[src/rtl/cms_pkg.sv]
// Shared types and constants for the count-min sketch update block.
`default_nettype none
package cms_pkg;

  localparam int HASH_W        = 6;
  localparam int HASH_VALS     = 1 << HASH_W;
  localparam int WORDS_PER_ROW = 16;
  localparam int LAST_WORD     = 15;
  localparam int HASH_KEY_BITS = 16;
  localparam int TABLE_ROWS    = 4;
  localparam int AMOUNT_W      = 16;
  localparam int RESULT_W      = 32;

  localparam int CFG_IDX_W  = 2;
  localparam int CFG_DATA_W = 8;

  localparam logic [CFG_IDX_W-1:0] CFG_UPDATE_MODE = 2'd0;
  localparam logic [CFG_IDX_W-1:0] CFG_GROUP_LIMIT = 2'd1;

  typedef enum logic [1:0] {
    ACT_INC   = 2'd0,
    ACT_EST   = 2'd1,
    ACT_WRITE = 2'd2,
    ACT_NONE  = 2'd3
  } action_t;

  typedef struct packed {
    action_t               action;
    logic [15:0]           key;
    logic [3:0]            group;
    logic [AMOUNT_W-1:0]   amount;
    logic [1:0]            table_row;
    logic [3:0]            key_bit;
    logic [HASH_W-1:0]     table_word;
  } item_t;

  typedef struct packed {
    logic [RESULT_W-1:0] count_estimate;
    logic                skipped;
  } result_t;

  // controller -> datapath
  typedef struct packed {
    logic clear_step;
    logic capture;
    logic decode;
    logic load;
    logic min_step;
    logic update;
  } cmd_t;

  // datapath -> controller
  typedef struct packed {
    action_t action;
    logic    skip;
    logic    min_last;
    logic    clear_last;
  } status_t;

endpackage
`default_nettype wire

[src/rtl/cms_ctrl.sv]
// Sequencer for the sketch: clearing sweep, decode, read, min scans, update.
`default_nettype none
module cms_ctrl
  import cms_pkg::*;
(
  input  wire logic    clk,
  input  wire logic    rst,
  input  wire logic    start,
  input  wire status_t st,
  output      cmd_t    cmd,
  output      logic    busy,
  output      logic    done
);

  typedef enum logic [3:0] {
    S_CLEAR,
    S_IDLE,
    S_DECODE,
    S_READ,
    S_LOAD,
    S_MIN,
    S_UPD,
    S_MIN2,
    S_DONE
  } state_t;

  state_t state, state_next;

  always_comb begin
    state_next = state;
    cmd        = '0;
    case (state)
      S_CLEAR: begin
        cmd.clear_step = 1'b1;
        if (st.clear_last) state_next = S_IDLE;
      end
      S_IDLE: begin
        if (start && !busy) begin
          cmd.capture = 1'b1;
          state_next  = S_DECODE;
        end
      end
      S_DECODE: begin
        cmd.decode = 1'b1;
        case (st.action)
          ACT_INC, ACT_EST: state_next = st.skip ? S_DONE : S_READ;
          default:          state_next = S_DONE;
        endcase
      end
      S_READ: state_next = S_LOAD;
      S_LOAD: begin
        cmd.load   = 1'b1;
        state_next = S_MIN;
      end
      S_MIN: begin
        cmd.min_step = 1'b1;
        if (st.min_last) state_next = (st.action == ACT_INC) ? S_UPD : S_DONE;
      end
      S_UPD: begin
        cmd.update = 1'b1;
        state_next = S_MIN2;
      end
      S_MIN2: begin
        cmd.min_step = 1'b1;
        if (st.min_last) state_next = S_DONE;
      end
      S_DONE:  state_next = S_IDLE;
      default: state_next = S_IDLE;
    endcase
  end

  always_ff @(posedge clk) begin
    if (rst) begin
      state <= S_CLEAR;
      busy  <= 1'b1;
      done  <= 1'b0;
    end else begin
      state <= state_next;
      busy  <= (state_next != S_IDLE);
      done  <= (state_next == S_DONE);
    end
  end

endmodule
`default_nettype wire

[config.mk]
export PLATFORM = sky130hd
export DESIGN_NAME = cms_ctrl
export DESIGN_NICKNAME = d
export VERILOG_FILES = /design/src/rtl/cms_pkg.sv /design/src/rtl/cms_ctrl.sv
export SDC_FILE = /design/constraint.sdc
export NUM_CORES = 1
export LEC_CHECK = 0
export ABC_AREA = 1
export BUFFER_PORTS_ARGS = -buffer_cell sky130_fd_sc_hd__buf_2
export CAP_MARGIN = 20
export CORE_AREA = 2 2 39 41
export CTS_BUF_LIST = sky130_fd_sc_hd__clkbuf_4 sky130_fd_sc_hd__clkbuf_8
export DETAILED_ROUTE_END_ITERATION = 8
export DIE_AREA = 0 0 41 43
export PLACE_DENSITY = 0.51
export SETUP_SLACK_MARGIN = 0.05
export SLEW_MARGIN = 20
export SYNTH_ARGS = -nofsm -noshare
export SYNTH_HDL_FRONTEND = slang
export SYNTH_SLANG_ARGS = --single-unit
[constraint.sdc]
create_clock -name clk -period 1.49 [get_ports clk]
set_input_delay 0.298 -clock clk [delete_from_list [all_inputs] [get_ports clk]]
set_output_delay 0.298 -clock clk [all_outputs]
set_load 0.01 [all_outputs]
==> run metrics <==
number of CTS-inserted buffers=3; fraction of layout cells with a size suffix above 1=38.6%; syn_nets=73; hold-fix buffers at CTS=0; antenna-violating nets left=0; hold_sp=rst; CP endpoint kind=output pin; Crit path required time=1190 ps; CP Class=reg -> out; number of global-route vias before repair=413; CTS Root Cell=clkbuf_4; Max FO, Critical Path=6; Crit Reg-Reg Endpoint=busy; Critical Path Source=state[0]; postcts setup bufs=0; Final min period=1360 ps; largest net degree at the start of global routing=7; DRC viols=0; synth unique cells=14; Peak supply drop=0.383 mV; Avg WL per Cell=9.00 um; post-route cell area=533 um2; relative slew slack=86.4%; starting density of the core=28.9%; startpoint types=flop; post-synth top area cell=dfxtp_1; Die Width=41 um; post-route worst setup slack=126 ps; hold path cells=2; H-tree depth=1; DR pass1 iterations=4; Mapped Area=400 um2; core area=1380 um2; fillers=156; r2r setup slk=390 ps; pre-CTS setup slack=248 ps; layout net count=93; Port Buffer Count=15; dpl cell area=495 um2; die area=1760 um2; Area Growth Syn to Fin=33.1%; GR Overflow Total=0; die height=43 um; Initial DRC Count=8; RSZ-0062 raised after global routing=true; Worst-Margin Slew=204 ps; r2r startpoint=state[3]; first-pass GRT wire length=1540 um; Longest Clk Path Bufs=2; final hold viol count=0; fin. max-slew vios=0; n_diodes=0; Tot Pwr=0.400 mW; Synth Register Bits=6; post-synthesis cell count=65; Pleak=0.296 nW; highest clock rate=0.733 GHz; CTS sink count=6; PD cells=750 nW/um2; routed wire length=891 um; Via Count=431; hold endpoint=state[3]; CTS tree=yes; run status=complete, no violations; Total Neg Setup Slack=0 ps; hold crit path type=in -> reg; I/O pin cnt=16; post-synthesis sequential area ratio=30.0%; GPL Wtd Cong=0.722; Std-Cell Rows=14; Tcrit/Tclk final=91.5%; final setup vio count=0; clock skew=4.17 ps; initial antenna violation count=0; Worst R2R Path Depth=7; detailed placement HPWL=745 um; routed vias/inst=4.35; area share of the largest cell type after synthesis=30.0%; synthesized area per cell=6.16 um2; Reg clk slew, reported paths=40 ps; GRT Total Usage=13.2%; arrival time worst endpoint=1070 ps; Yosys Warn Count=0; top post-synthesis cells by area=dfxtp_1 30%, nand2_1 12%, nor2_1 12%; # Max-Cap Violations=0; Worst-Skew Late Latency=240 ps
[kinds of logic (layout without fill, tap and decap cells)]
logic type	Yosys count	after routing	share of synthesized area [%]
buffers and inverters	12	30	11.3
AO/OA/AOI/OAI	8	8	11.9
AND/OR/NAND/NOR	39	39	46.9
flip-flops	6	6	30.0
[cells in the final DEF, fill, tap and decap left out, types with 2 or more instances in the layout]
cell | netlist | layout
dfxtp_1 | 6 | 2
inv_2 | 2 | 2
clkbuf_4 | 0 | 3
nor2_4 | 3 | 3
nor2_2 | 1 | 3
buf_2 | 0 | 15
dfxtp_2 | 0 | 3
nand3_1 | 8 | 8
nand2_1 | 13 | 12
nor2_1 | 13 | 11
inv_1 | 10 | 10
a21oi_1 | 4 | 4
[cells in the mapped netlist (all sizes together)]
library cell	number
a21boi	1
a21oi	4
dfxtp	6
inv	12
nand2	13
nand3	8
nor2	17
nor3	1
o211ai	1
o21ai	1
o21bai	1
[state kept, by name, indices dropped and copies added (netlist names)]
name   cells
state      4
busy       1
done       1
[power by group]
| group | total [mW] | leakage (nW) | internal, mW | switching (mW) |
|---|---|---|---|---|
| sequential | 0.181 | 0.0510 | 0.170 | 0.0112 |
| combinational | 0.0751 | 0.231 | 0.0304 | 0.0447 |
| clock | 0.144 | 0.0138 | 0.0907 | 0.0531 |
| total | 0.400 | 0.296 | 0.291 | 0.109 |
[layer usage]
| metal | global-route usage (%) | wire length (um) | vias up |
|---|---|---|---|
| li1 | - | - | 242 |
| met1 | 18.4 | 406 | 180 |
| met2 | 17.5 | 432 | 7 |
| met3 | 1.57 | 43 | 2 |
| met4 | 10.0 | 9 | 0 |
| met5 | 0 | 0 | - |
[how the worst max path moves through the flow]
stage | slack, ps | to
6_report | 130 | cmd[2]
5_1_grt | 40 | cmd[0]
4_1_cts | 50 | cmd[0]
3_5_place_dp | 250 | cmd[4]
3_3_place_gp | 230 | cmd[4]
2_1_floorplan | 410 | cmd[4]
[through the flow]
step	cells	hold slack [ps]	utilization, %
6_report	99	298	38.5
5_1_grt	99	302	38.5
4_1_cts	99	296	37.6
3_5_place_dp	96	555	35.8
3_3_place_gp	96	556	35.8
2_1_floorplan	65	367	-
[area by class of cell]
class                      instances  area [um2]  area share, %
multi-input combinational         47         243           45.5
tap                               16        20.0           3.76
sequential                         6         128           23.9
inverter                          12        45.0           8.45
timing repair buffer              15        75.1           14.1
clock buffer                       3        22.5           4.23
[worst max-delay path, cell delays in order, from the launching register on]
cell and delay (ps):
dfxtp_4 360, nor2_2 130, inv_1 60, nor2_1 120, buf_2 150
[repair_timing]
item / CTS / global route
resized for setup: 2 / 6
endpoints found under the hold margin: 0 / 0
endpoints found under the setup margin: 3 / 3
No activity file was read; power rests on OpenSTA's default activity.
